### config.mk
export PLATFORM = sky130hd
export DESIGN_NAME = sha256_message_digest_unit
export DESIGN_NICKNAME = d
export VERILOG_FILES = /design/src/sv/sha_pkg.sv /design/src/sv/sha256_message_digest_unit.sv /design/src/sv/sha_core.sv
export SDC_FILE = /design/constraint.sdc
export NUM_CORES = 2
export LEC_CHECK = 0
export BUFFER_PORTS_ARGS = -buffer_cell sky130_fd_sc_hd__buf_2
export CAP_MARGIN = 20
export CORE_ASPECT_RATIO = 1.1
export CORE_MARGIN = 5
export CORE_UTILIZATION = 30
export DETAILED_ROUTE_END_ITERATION = 8
export GPL_TIMING_DRIVEN = 0
export PLACE_DENSITY = 0.41
export SETUP_SLACK_MARGIN = 0.05
export SYNTH_ARGS = -nofsm -noshare
export SYNTH_HDL_FRONTEND = slang
export SYNTH_SLANG_ARGS = --single-unit
### constraint.sdc
create_clock -name i_clk -period 12.3 [get_ports i_clk]
set_input_delay 1.845 -clock i_clk [delete_from_list [all_inputs] [get_ports i_clk]]
set_output_delay 1.845 -clock i_clk [all_outputs]
set_load 0.1 [all_outputs]
### src/sv/sha_pkg.sv
package sha_pkg;

    typedef logic [31:0] t_word;

    // Control from the sequencer to the compression core.
    typedef struct packed {
        logic       wr;     // place one byte into the block buffer
        logic       init;   // load the initial hash values
        logic [5:0] pos;    // byte offset within the 64-byte block
        logic [7:0] data;   // byte to place
    } t_core_ctl;

    localparam logic [5:0] LAST_POS = 6'd63;
    localparam logic [5:0] LEN_POS_M1 = 6'd55;
    localparam logic [7:0] PAD_BYTE = 8'h80;
    localparam int unsigned ROUNDS = 64;

    function automatic t_word f_rotr(input t_word x, input int n);
        f_rotr = (x >> n) | (x << (32 - n));
    endfunction

    function automatic t_word f_bsig0(input t_word x);
        f_bsig0 = f_rotr(x, 2) ^ f_rotr(x, 13) ^ f_rotr(x, 22);
    endfunction

    function automatic t_word f_bsig1(input t_word x);
        f_bsig1 = f_rotr(x, 6) ^ f_rotr(x, 11) ^ f_rotr(x, 25);
    endfunction

    function automatic t_word f_ssig0(input t_word x);
        f_ssig0 = f_rotr(x, 7) ^ f_rotr(x, 18) ^ (x >> 3);
    endfunction

    function automatic t_word f_ssig1(input t_word x);
        f_ssig1 = f_rotr(x, 17) ^ f_rotr(x, 19) ^ (x >> 10);
    endfunction

    function automatic t_word f_h_init(input logic [2:0] idx);
        case (idx)
            3'd0:    f_h_init = 32'h6a09e667;
            3'd1:    f_h_init = 32'hbb67ae85;
            3'd2:    f_h_init = 32'h3c6ef372;
            3'd3:    f_h_init = 32'ha54ff53a;
            3'd4:    f_h_init = 32'h510e527f;
            3'd5:    f_h_init = 32'h9b05688c;
            3'd6:    f_h_init = 32'h1f83d9ab;
            default: f_h_init = 32'h5be0cd19;
        endcase
    endfunction

    function automatic t_word f_round_k(input logic [5:0] t);
        case (t)
            6'd0:  f_round_k = 32'h428a2f98;
            6'd1:  f_round_k = 32'h71374491;
            6'd2:  f_round_k = 32'hb5c0fbcf;
            6'd3:  f_round_k = 32'he9b5dba5;
            6'd4:  f_round_k = 32'h3956c25b;
            6'd5:  f_round_k = 32'h59f111f1;
            6'd6:  f_round_k = 32'h923f82a4;
            6'd7:  f_round_k = 32'hab1c5ed5;
            6'd8:  f_round_k = 32'hd807aa98;
            6'd9:  f_round_k = 32'h12835b01;
            6'd10: f_round_k = 32'h243185be;
            6'd11: f_round_k = 32'h550c7dc3;
            6'd12: f_round_k = 32'h72be5d74;
            6'd13: f_round_k = 32'h80deb1fe;
            6'd14: f_round_k = 32'h9bdc06a7;
            6'd15: f_round_k = 32'hc19bf174;
            6'd16: f_round_k = 32'he49b69c1;
            6'd17: f_round_k = 32'hefbe4786;
            6'd18: f_round_k = 32'h0fc19dc6;
            6'd19: f_round_k = 32'h240ca1cc;
            6'd20: f_round_k = 32'h2de92c6f;
            6'd21: f_round_k = 32'h4a7484aa;
            6'd22: f_round_k = 32'h5cb0a9dc;
            6'd23: f_round_k = 32'h76f988da;
            6'd24: f_round_k = 32'h983e5152;
            6'd25: f_round_k = 32'ha831c66d;
            6'd26: f_round_k = 32'hb00327c8;
            6'd27: f_round_k = 32'hbf597fc7;
            6'd28: f_round_k = 32'hc6e00bf3;
            6'd29: f_round_k = 32'hd5a79147;
            6'd30: f_round_k = 32'h06ca6351;
            6'd31: f_round_k = 32'h14292967;
            6'd32: f_round_k = 32'h27b70a85;
            6'd33: f_round_k = 32'h2e1b2138;
            6'd34: f_round_k = 32'h4d2c6dfc;
            6'd35: f_round_k = 32'h53380d13;
            6'd36: f_round_k = 32'h650a7354;
            6'd37: f_round_k = 32'h766a0abb;
            6'd38: f_round_k = 32'h81c2c92e;
            6'd39: f_round_k = 32'h92722c85;
            6'd40: f_round_k = 32'ha2bfe8a1;
            6'd41: f_round_k = 32'ha81a664b;
            6'd42: f_round_k = 32'hc24b8b70;
            6'd43: f_round_k = 32'hc76c51a3;
            6'd44: f_round_k = 32'hd192e819;
            6'd45: f_round_k = 32'hd6990624;
            6'd46: f_round_k = 32'hf40e3585;
            6'd47: f_round_k = 32'h106aa070;
            6'd48: f_round_k = 32'h19a4c116;
            6'd49: f_round_k = 32'h1e376c08;
            6'd50: f_round_k = 32'h2748774c;
            6'd51: f_round_k = 32'h34b0bcb5;
            6'd52: f_round_k = 32'h391c0cb3;
            6'd53: f_round_k = 32'h4ed8aa4a;
            6'd54: f_round_k = 32'h5b9cca4f;
            6'd55: f_round_k = 32'h682e6ff3;
            6'd56: f_round_k = 32'h748f82ee;
            6'd57: f_round_k = 32'h78a5636f;
            6'd58: f_round_k = 32'h84c87814;
            6'd59: f_round_k = 32'h8cc70208;
            6'd60: f_round_k = 32'h90befffa;
            6'd61: f_round_k = 32'ha4506ceb;
            6'd62: f_round_k = 32'hbef9a3f7;
            default: f_round_k = 32'hc67178f2;
        endcase
    endfunction

endpackage

### src/sv/sha256_message_digest_unit.sv
// Channel  | Direction | Handshake                  | Payload
// ---------+-----------+----------------------------+-------------------------------------------
// in       | input     | i_in_valid / o_in_ready    | i_data_byte, i_byte_present, i_msg_last
// out      | output    | o_out_valid / i_out_ready  | o_digest_word, o_word_index, o_digest_last
//
// An item with a byte is taken while the sequencer is idle; the 64th byte of a block
// starts the compression (64 rounds of the shared round unit, one per cycle, then the
// chaining add), after which control goes back to the sequencer.
// A last item runs the padding one byte per cycle, one or two compressions, then loads
// the eight digest words through the output register.
// Reset loads the initial hash values and clears the length count; no clearing pass.
// The output register holds a word until taken; a stall stops the digest sequencer only.
module sha256_message_digest_unit (
    input  logic        i_clk,
    input  logic        i_rst_n,
    input  logic        i_in_valid,
    output logic        o_in_ready,
    input  logic [7:0]  i_data_byte,
    input  logic        i_byte_present,
    input  logic        i_msg_last,
    output logic        o_out_valid,
    input  logic        i_out_ready,
    output logic [31:0] o_digest_word,
    output logic [2:0]  o_word_index,
    output logic        o_digest_last
);
    import sha_pkg::*;

    typedef enum logic [3:0] {
        S_IDLE = 4'b0001,
        S_COMP = 4'b0010,
        S_PAD  = 4'b0100,
        S_OUT  = 4'b1000
    } t_state;

    t_state      r_state, n_state;
    t_state      r_after, n_after;
    logic [5:0]  r_pos, n_pos;
    logic [60:0] r_count, n_count;
    logic        r_first, n_first;
    logic        r_len, n_len;
    logic [2:0]  r_idx, n_idx;
    logic        r_out_valid, n_out_valid;
    t_word       r_out_word, n_out_word;
    logic [2:0]  r_out_idx, n_out_idx;
    logic        r_out_last, n_out_last;

    t_core_ctl   core_ctl;
    t_word       core_word;
    logic        core_busy;
    logic [63:0] bit_len;
    logic [7:0]  len_byte;

    sha_core u_core (
        .i_clk     (i_clk),
        .i_rst_n   (i_rst_n),
        .i_ctl     (core_ctl),
        .i_rd_idx  (r_idx),
        .o_rd_word (core_word),
        .o_busy    (core_busy)
    );

    assign bit_len = {r_count, 3'b000};

    always_comb begin
        case (r_pos[2:0])
            3'd0:    len_byte = bit_len[63:56];
            3'd1:    len_byte = bit_len[55:48];
            3'd2:    len_byte = bit_len[47:40];
            3'd3:    len_byte = bit_len[39:32];
            3'd4:    len_byte = bit_len[31:24];
            3'd5:    len_byte = bit_len[23:16];
            3'd6:    len_byte = bit_len[15:8];
            default: len_byte = bit_len[7:0];
        endcase
    end

    always_comb begin
        n_state     = r_state;
        n_after     = r_after;
        n_pos       = r_pos;
        n_count     = r_count;
        n_first     = r_first;
        n_len       = r_len;
        n_idx       = r_idx;
        n_out_valid = r_out_valid;
        n_out_word  = r_out_word;
        n_out_idx   = r_out_idx;
        n_out_last  = r_out_last;
        core_ctl    = '0;
        core_ctl.pos  = r_pos;
        core_ctl.data = i_data_byte;

        if (r_out_valid && i_out_ready) begin
            n_out_valid = 1'b0;
        end

        case (r_state)
            S_IDLE: begin
                if (i_in_valid) begin
                    if (i_byte_present) begin
                        core_ctl.wr = 1'b1;
                        n_pos   = r_pos + 6'd1;
                        n_count = r_count + 61'd1;
                    end
                    if (i_msg_last) begin
                        n_first = 1'b1;
                        n_len   = 1'b0;
                        n_idx   = '0;
                    end
                    if (i_byte_present && r_pos == LAST_POS) begin
                        n_state = S_COMP;
                        n_after = i_msg_last ? S_PAD : S_IDLE;
                    end else if (i_msg_last) begin
                        n_state = S_PAD;
                    end
                end
            end
            S_COMP: begin
                if (!core_busy) begin
                    n_state = r_after;
                end
            end
            S_PAD: begin
                core_ctl.wr   = 1'b1;
                core_ctl.data = r_first ? PAD_BYTE : (r_len ? len_byte : 8'h00);
                n_first = 1'b0;
                n_pos   = r_pos + 6'd1;
                if (r_pos == LAST_POS) begin
                    n_state = S_COMP;
                    n_after = r_len ? S_OUT : S_PAD;
                    n_len   = 1'b0;
                end else if (!r_len && r_pos == LEN_POS_M1) begin
                    // next byte starts the 64-bit length field
                    n_len = 1'b1;
                end
            end
            S_OUT: begin
                if (!r_out_valid || i_out_ready) begin
                    n_out_valid = 1'b1;
                    n_out_word  = core_word;
                    n_out_idx   = r_idx;
                    n_out_last  = (r_idx == 3'd7);
                    n_idx       = r_idx + 3'd1;
                    if (r_idx == 3'd7) begin
                        // restart for the next message
                        core_ctl.init = 1'b1;
                        n_state = S_IDLE;
                        n_pos   = '0;
                        n_count = '0;
                    end
                end
            end
            default: begin
                n_state = S_IDLE;
            end
        endcase
    end

    always_ff @(posedge i_clk) begin
        if (!i_rst_n) begin
            r_state     <= S_IDLE;
            r_after     <= S_IDLE;
            r_pos       <= '0;
            r_count     <= '0;
            r_first     <= 1'b0;
            r_len       <= 1'b0;
            r_idx       <= '0;
            r_out_valid <= 1'b0;
        end else begin
            r_state     <= n_state;
            r_after     <= n_after;
            r_pos       <= n_pos;
            r_count     <= n_count;
            r_first     <= n_first;
            r_len       <= n_len;
            r_idx       <= n_idx;
            r_out_valid <= n_out_valid;
        end
    end

    always_ff @(posedge i_clk) begin
        r_out_word <= n_out_word;
        r_out_idx  <= n_out_idx;
        r_out_last <= n_out_last;
    end

    assign o_in_ready    = (r_state == S_IDLE);
    assign o_out_valid   = r_out_valid;
    assign o_digest_word = r_out_word;
    assign o_word_index  = r_out_idx;
    assign o_digest_last = r_out_last;

    a_busy_in_comp: assert property (@(posedge i_clk) disable iff (!i_rst_n)
        core_busy |-> r_state == S_COMP)
        else $error("compression running outside the compress state");
    a_len_field_pos: assert property (@(posedge i_clk) disable iff (!i_rst_n)
        (r_state == S_PAD && r_len) |-> r_pos[5:3] == 3'd7)
        else $error("length bytes placed outside the last eight offsets");
    a_last_is_word7: assert property (@(posedge i_clk) disable iff (!i_rst_n)
        (r_out_valid && r_out_last) |-> r_out_idx == 3'd7)
        else $error("last digest word flagged early");
    a_out_enters_at_0: assert property (@(posedge i_clk) disable iff (!i_rst_n)
        (r_state == S_OUT && $past(r_state) == S_COMP) |-> r_idx == 3'd0)
        else $error("digest output did not start at word 0");

endmodule

### src/sv/sha_core.sv
module sha_core (
    input  logic               i_clk,
    input  logic               i_rst_n,
    input  sha_pkg::t_core_ctl i_ctl,
    input  logic [2:0]         i_rd_idx,
    output logic [31:0]        o_rd_word,
    output logic               o_busy
);
    import sha_pkg::*;

    t_word      r_w [16];   // block buffer, then the rolling schedule window
    t_word      r_s [8];    // working variables a..h
    t_word      r_chain [8];
    logic       r_busy;
    logic       r_fin;
    logic [5:0] r_round;

    t_word      n_byte_word;
    t_word      n_sched;
    t_word      n_t1;
    t_word      n_t2;
    t_word      n_ch;
    t_word      n_maj;
    logic [3:0] wr_idx;

    assign wr_idx    = i_ctl.pos[5:2];
    assign o_rd_word = r_chain[i_rd_idx];
    assign o_busy    = r_busy;

    // Merge the incoming byte into its big-endian word.
    always_comb begin
        case (i_ctl.pos[1:0])
            2'd0:    n_byte_word = {i_ctl.data, 24'h0};
            2'd1:    n_byte_word = r_w[wr_idx] | {8'h0, i_ctl.data, 16'h0};
            2'd2:    n_byte_word = r_w[wr_idx] | {16'h0, i_ctl.data, 8'h0};
            default: n_byte_word = r_w[wr_idx] | {24'h0, i_ctl.data};
        endcase
    end

    // One round of the shared round unit.
    always_comb begin
        n_sched = f_ssig1(r_w[14]) + r_w[9] + f_ssig0(r_w[1]) + r_w[0];
        n_ch    = (r_s[4] & r_s[5]) ^ (~r_s[4] & r_s[6]);
        n_maj   = (r_s[0] & r_s[1]) ^ (r_s[0] & r_s[2]) ^ (r_s[1] & r_s[2]);
        n_t1    = r_s[7] + f_bsig1(r_s[4]) + n_ch + f_round_k(r_round) + r_w[0];
        n_t2    = f_bsig0(r_s[0]) + n_maj;
    end

    // Control state and chaining value.
    always_ff @(posedge i_clk) begin
        if (!i_rst_n) begin
            r_busy  <= 1'b0;
            r_fin   <= 1'b0;
            r_round <= '0;
            for (int i = 0; i < 8; i++) begin
                r_chain[i] <= f_h_init(3'(i));
            end
        end else begin
            if (i_ctl.init) begin
                for (int i = 0; i < 8; i++) begin
                    r_chain[i] <= f_h_init(3'(i));
                end
            end
            if (i_ctl.wr && i_ctl.pos == LAST_POS) begin
                r_busy  <= 1'b1;
                r_fin   <= 1'b0;
                r_round <= '0;
            end else if (r_busy) begin
                if (!r_fin) begin
                    r_round <= r_round + 6'd1;
                    if (r_round == 6'(ROUNDS - 1)) begin
                        r_fin <= 1'b1;
                    end
                end else begin
                    for (int i = 0; i < 8; i++) begin
                        r_chain[i] <= r_chain[i] + r_s[i];
                    end
                    r_busy <= 1'b0;
                    r_fin  <= 1'b0;
                end
            end
        end
    end

    // Buffer and working variables.
    always_ff @(posedge i_clk) begin
        if (i_ctl.wr) begin
            r_w[wr_idx] <= n_byte_word;
            if (i_ctl.pos == LAST_POS) begin
                for (int i = 0; i < 8; i++) begin
                    r_s[i] <= r_chain[i];
                end
            end
        end else if (r_busy && !r_fin) begin
            for (int i = 0; i < 15; i++) begin
                r_w[i] <= r_w[i + 1];
            end
            r_w[15] <= n_sched;
            r_s[7]  <= r_s[6];
            r_s[6]  <= r_s[5];
            r_s[5]  <= r_s[4];
            r_s[4]  <= r_s[3] + n_t1;
            r_s[3]  <= r_s[2];
            r_s[2]  <= r_s[1];
            r_s[1]  <= r_s[0];
            r_s[0]  <= n_t1 + n_t2;
        end
    end

    a_round_in_busy: assert property (@(posedge i_clk) disable iff (!i_rst_n)
        !r_busy |-> r_round == 6'd0 || r_round == 6'(ROUNDS - 1) + 6'd1)
        else $error("round counter moved while idle");
    a_no_write_busy: assert property (@(posedge i_clk) disable iff (!i_rst_n)
        r_busy |-> !i_ctl.wr && !i_ctl.init)
        else $error("buffer or chain written during compression");
    a_fin_after_63: assert property (@(posedge i_clk) disable iff (!i_rst_n)
        $rose(r_fin) |-> $past(r_round) == 6'(ROUNDS - 1))
        else $error("final add not after last round");

endmodule
Yosys cells after proc, flatten, opt, wreduce, memory -nomap -nowiden
Memories as Yosys holds them, arrays and structs flattened. A register that Yosys moved wholly into a read port is not among the register bits.
Index checks and enable logic that the tools add are counted.

word-level totals
  flip-flop bits (word level) = 93
  memory bits (writable) = 1024
  memory bits (read-only) = 2048
  bits of input ports = 14
  output and inout bits = 38
  logic and storage cells = 273
  memories = 4

memory list
  name             words  bits a word  read ports  clocked after memory_dff  wr ports  line            source
  (no name shown)  64     32           1           1                         0         sha_pkg.sv:52   case (t)
  u_core.r_w       16     32           17          1                         16        sha_core.sv:11  t_word r_w [16];
  u_core.r_chain   8      32           9           1                         8         sha_core.sv:13  t_word r_chain [8];
  u_core.r_s       8      32           8           0                         8         sha_core.sv:12  t_word r_s [8];

cells by class
  $add $sub $neg = 22
  eq/ne operators = 26
  muxes and demuxes = 127
  bitwise operators = 56
  reduce and logical (&&, ||, !) cells = 25

operators with widths
  operator               count
  $mux 32                49
  $add 32x32->32         18
  $xor 32x32->32         9
  $mux 61                4
  $and 32x32->32         5
  $pmux 61 s2            1
  $pmux 32 s3            1
  $add 61x1->61 const B  1
  $mux 4                 14
  $pmux 8 s7             1
  $mux 1                 37
  $mux 6                 6
  $not 32->32            1
  $or 10x32->32          1
  $or 13x32->32          1
  $or 14x32->32          1
  $or 15x32->32          1
  $or 19x32->32          1
  $or 21x32->32          1
  $or 25x32->32          1
  $or 26x32->32          1
  $or 30x32->32          1
  $or 32x16->32          1
  $or 32x24->32          1
  other kinds (43)       98

Longest topological paths before layout
An unclocked memory read counts as a cell.

  word-level depth = 10
  gate-level depth with buffers = 33
  gate-level depth less buffers = 32

Hierarchy
A second synthesis with hierarchy kept.

unflattened totals
  cells, all modules = 7439
  area, all modules = 79328.6 sq um

by module, submodules not included
  module                      instances  cells each  area an instance (sq um)  sequential area each (sq um)
  sha_core                    1          6843        73686.9                   31230.0
  sha256_message_digest_unit  1          596         5641.7                    2682.6

Worst setup path after synthesis
OpenSTA, ideal clock, no wires.

  path kind = input port to flip-flop
  start point = input i_in_valid
  end point = memory u_core.r_s[0][0] in the netlist's numbering (enable)
  setup time = 1955 ps
  arrival = 7019 ps
  data required time = 10345 ps
  setup slack = 3326 ps
  cell stages on the path = 6
  path buffers = 2
  cell sequence = and4b_1 -> o21ai_0 -> nand2_1 -> clkbuf_1 -> buf_1 -> nand2_1

RTL lines
  what             line                              source
  start, declared  sha256_message_digest_unit.sv:16  input logic i_in_valid,
  end, declared    sha_core.sv:12

==> results.py <==
metrics = {
    "power_and_ir_drop": {
        "power_w": 0.0137,
        "power_density_nw_per_um2": 152,
        "vdd_ir_drop_max_uv": 101,
        "p_leak_nw": 35.2,
    },
    "finish": {
        "fin_cells": 11400,
        "drive_gt1_frac": 0.0926,
        "area_growth_pct": 13.4,
        "stdcell_area_um2": 90100,
        "final_nets": 8342,
        "final_util": 0.341,
    },
    "grt": {
        "grt_pass1_vias": 61400,
        "grt.overflow.total": 0,
        "grt_usage": 0.248,
        "grt_pass1_wl_mm": 485,
        "antenna_found_initial": 16,
        "grt_max_degree": 60,
    },
    "yosys": {
        "synth_most_common_cell": "edfxtp_1",
        "synth_top_area_cell": "edfxtp_1",
        "ys_seq_area_frac": 0.428,
        "synth.distinct_cells": 94,
        "synth_warnings": 0,
        "async_reset_ff_frac": 0,
        "postSynthCellCount": 7474,
        "synth-seq-cells": 1184,
        "synth_nets": 8080,
        "ys.flop_type": "edfxtp_1",
        "netlist.area_leader.share": 0.388,
        "synthTopCellsByCount": "edfxtp_1, nand2_1, a21o_1, nor2_1, ha_1",
        "yosys-top-cells-area": "edfxtp_1, mux4_2, ha_1, a21o_1, fa_1",
        "synth_edf_count": 1028,
        "syn_area_per_cell_um2": 10.6,
        "synth_area_um2": 79500,
    },
    "outcome": {
        "run_status": "finished clean",
    },
    "place": {
        "portBuffers": 51,
        "place_congestion": 0.947,
        "dp_cells": 11100,
        "placed_area_um2": 85300,
        "dp_slack_ns": 3.06,
        "hpwl_mm": 279,
    },
    "clock_tree": {
        "cts_resized": 0,
        "cts-root-buf": "clkbuf_16",
        "cts_tree": "yes",
        "cts_buffers": 154,
        "clockBufferDepth": 3,
        "clock_latency_ns": 0.83,
        "htree_levels": 4,
        "cts_hold_buf": 0,
        "post-cts-setup-buffers": 0,
        "cts_sinks": 1184,
        "clk_pin_slew_ns": 0.06,
    },
    "setup_path": {
        "crit_path_end_kind": "flop",
        "crit_top_cell": "inv_1",
        "regToRegStartpoint": "u_core.r_s[1][27]",
        "worstPathRequired_ns": 12.85,
        "start_kind": "flop",
        "arrival_ns": 9.94,
        "cp_max_fo": 5,
        "crit_slowest_cell": "o41ai_1",
        "r2r_end": "u_core.r_s[0][30]",
        "cpPeakStageDelay_ns": 0.77,
        "criticalPathCategory": "flop to flop",
        "r2r_slack_ns": 2.91,
        "ff2ff_path_depth": 30,
    },
    "timing": {
        "tightest_slew_ns": 1.18,
        "drv_slew": 0,
        "slew_headroom": 0.216,
        "hold_viol_final": 0,
        "setup_viol_count_final": 0,
        "fmax_mhz": 106,
        "setup_slack_ns": 2.91,
        "min_period_over_period": 0.764,
        "grt_setup_unrepaired": "false",
        "finClkSkew_ns": 0.0355,
        "fin_crit_ns": 9.39,
    },
    "floorplan": {
        "coreArea_um2": 264000,
        "start_util": 0.301,
        "dieWidth_um": 501,
        "rows": 198,
        "fp.dieH_um": 550,
        "design.die.area_um2": 275000,
        "io_pins": 52,
    },
    "routing": {
        "viasPerCell": 5.51,
        "dr.pass1.iters": 8,
        "routed_wl_mm": 350,
        "vias": 62700,
        "postRouteAntennaNets": 0,
        "drc_errors": 0,
        "wire_per_inst_um": 30.8,
        "drtIter0Drc": 6101,
    },
    "worst_hold_path": {
        "min_to": "o_word_index[2]",
        "min_from": "r_idx[2]",
        "hold_path_class": "flop to flop",
        "holdPathStages": 0,
    },
    "run": {
        "maxCapViolations": 0,
    },
}
-- cell usage in the layout, fill, tap and decap left out, types with 38 or more instances in the layout --
| master | n |
|---|---|
| nor3_1 | 72 |
| a21oi_1 | 376 |
| mux2_2 | 63 |
| ha_1 | 397 |
| fa_1 | 195 |
| nand2_1 | 1022 |
| clkbuf_1 | 379 |
| buf_2 | 100 |
| nor2_1 | 425 |
| o21a_1 | 192 |
| a211oi_1 | 60 |
| dfxtp_1 | 156 |
| edfxtp_1 | 1028 |
| inv_1 | 364 |
| a22oi_1 | 42 |
| a21o_1 | 532 |
| o21ai_0 | 331 |
| or3_1 | 38 |
| nand4_1 | 39 |
| and3_1 | 60 |
| nand3_1 | 109 |
| nor2b_1 | 57 |
| nand2b_1 | 75 |
| xor2_1 | 228 |
| mux4_2 | 224 |
| xnor2_1 | 382 |
| clkbuf_16 | 156 |
| a31oi_1 | 45 |
-- metrics by stage --
stage               hold slack, ns  setup TNS [ns]
floorplan                    0.435               0
global placement             0.472        -1050.05
detailed placement           0.468               0
CTS                          0.481               0
global route                 0.506               0
finish                       0.473               0
-- layout make-up --
cell class              instances  area, µm²
inverters                     367       1380
fillers                     27000     174000
well taps                    3500       4380
multi-input cells            5510      42700
flip-flops and latches       1184      34000
repair buffers                106       1230
clock inverters                54        508
diodes                         15       37.5
clock buffers                 219       4240
plain buffers                 413       1630
-- critical path: cells and delay by family, from the launching register on --
kind / cells / cell delay (ns)
adder cells (fa/ha/maj): 6 / 2.73
AND/OR/NAND/NOR: 4 / 1.31
XOR/XNOR: 4 / 0.86
flip-flops: 1 / 0.35
AO/OA/AOI/OAI: 10 / 2.95
buffers and inverters: 6 / 0.90
-- report_power, final --
group | total [W] | switching, W | internal [W]
clock | 0.00442 | 0.00191 | 0.00251
sequential | 0.00480 | 0.000167 | 0.00463
combinational | 0.00451 | 0.00275 | 0.00176
-- how the worst max path moves through the flow --
| stage | startpoint | end | slack [ns] |
|---|---|---|---|
| after floorplan | i_in_valid | u_core.r_s[0][0] | 3.33 |
| after global placement | i_byte_present | u_core.r_s[0][69] | -3.23 |
| after detailed placement | u_core.r_s[1][27] | u_core.r_s[0][30] | 3.06 |
| after CTS | u_core.r_s[1][27] | u_core.r_s[0][30] | 3.05 |
| after global routing | u_core.r_s[1][27] | u_core.r_s[0][30] | 2.57 |
| final | u_core.r_s[1][27] | u_core.r_s[0][30] | 2.91 |
-- state kept, by name (all words and copies together) (netlist names), 3 cells and up, named ones only --
register,cells
r_idx,3
u_core.r_round,6
r_state,4
u_core.r_s,256
u_core.r_chain,256
u_core.r_w,512
r_count,61
o_word_index,3
r_after,3
o_digest_word,32
r_pos,6
-- kinds of logic (layout without fill, tap and decap cells) --
| kind of cell | after synthesis | count (layout) | synth area share |
|---|---|---|---|
| xor+xnor | 611 | 611 | 0.0674 |
| other cells | 0 | 15 | 0 |
| mux | 307 | 307 | 0.0749 |
| fa+ha+maj | 614 | 614 | 0.114 |
| simple gates | 2014 | 2014 | 0.112 |
| buf+inv | 780 | 1159 | 0.0376 |
| flops | 1184 | 1184 | 0.428 |
| compound gates | 1964 | 1964 | 0.166 |
-- metal layers --
metal	global-route usage	vias up	wire (µm)
met2	0.421	2202	169000
met1	0.322	32100	149000
met3	0.0313	515	17400
met5	0	-	72
met4	0.0940	2	15600
li1	-	27900	-
Note: power is estimated with default switching activity, not from simulation.
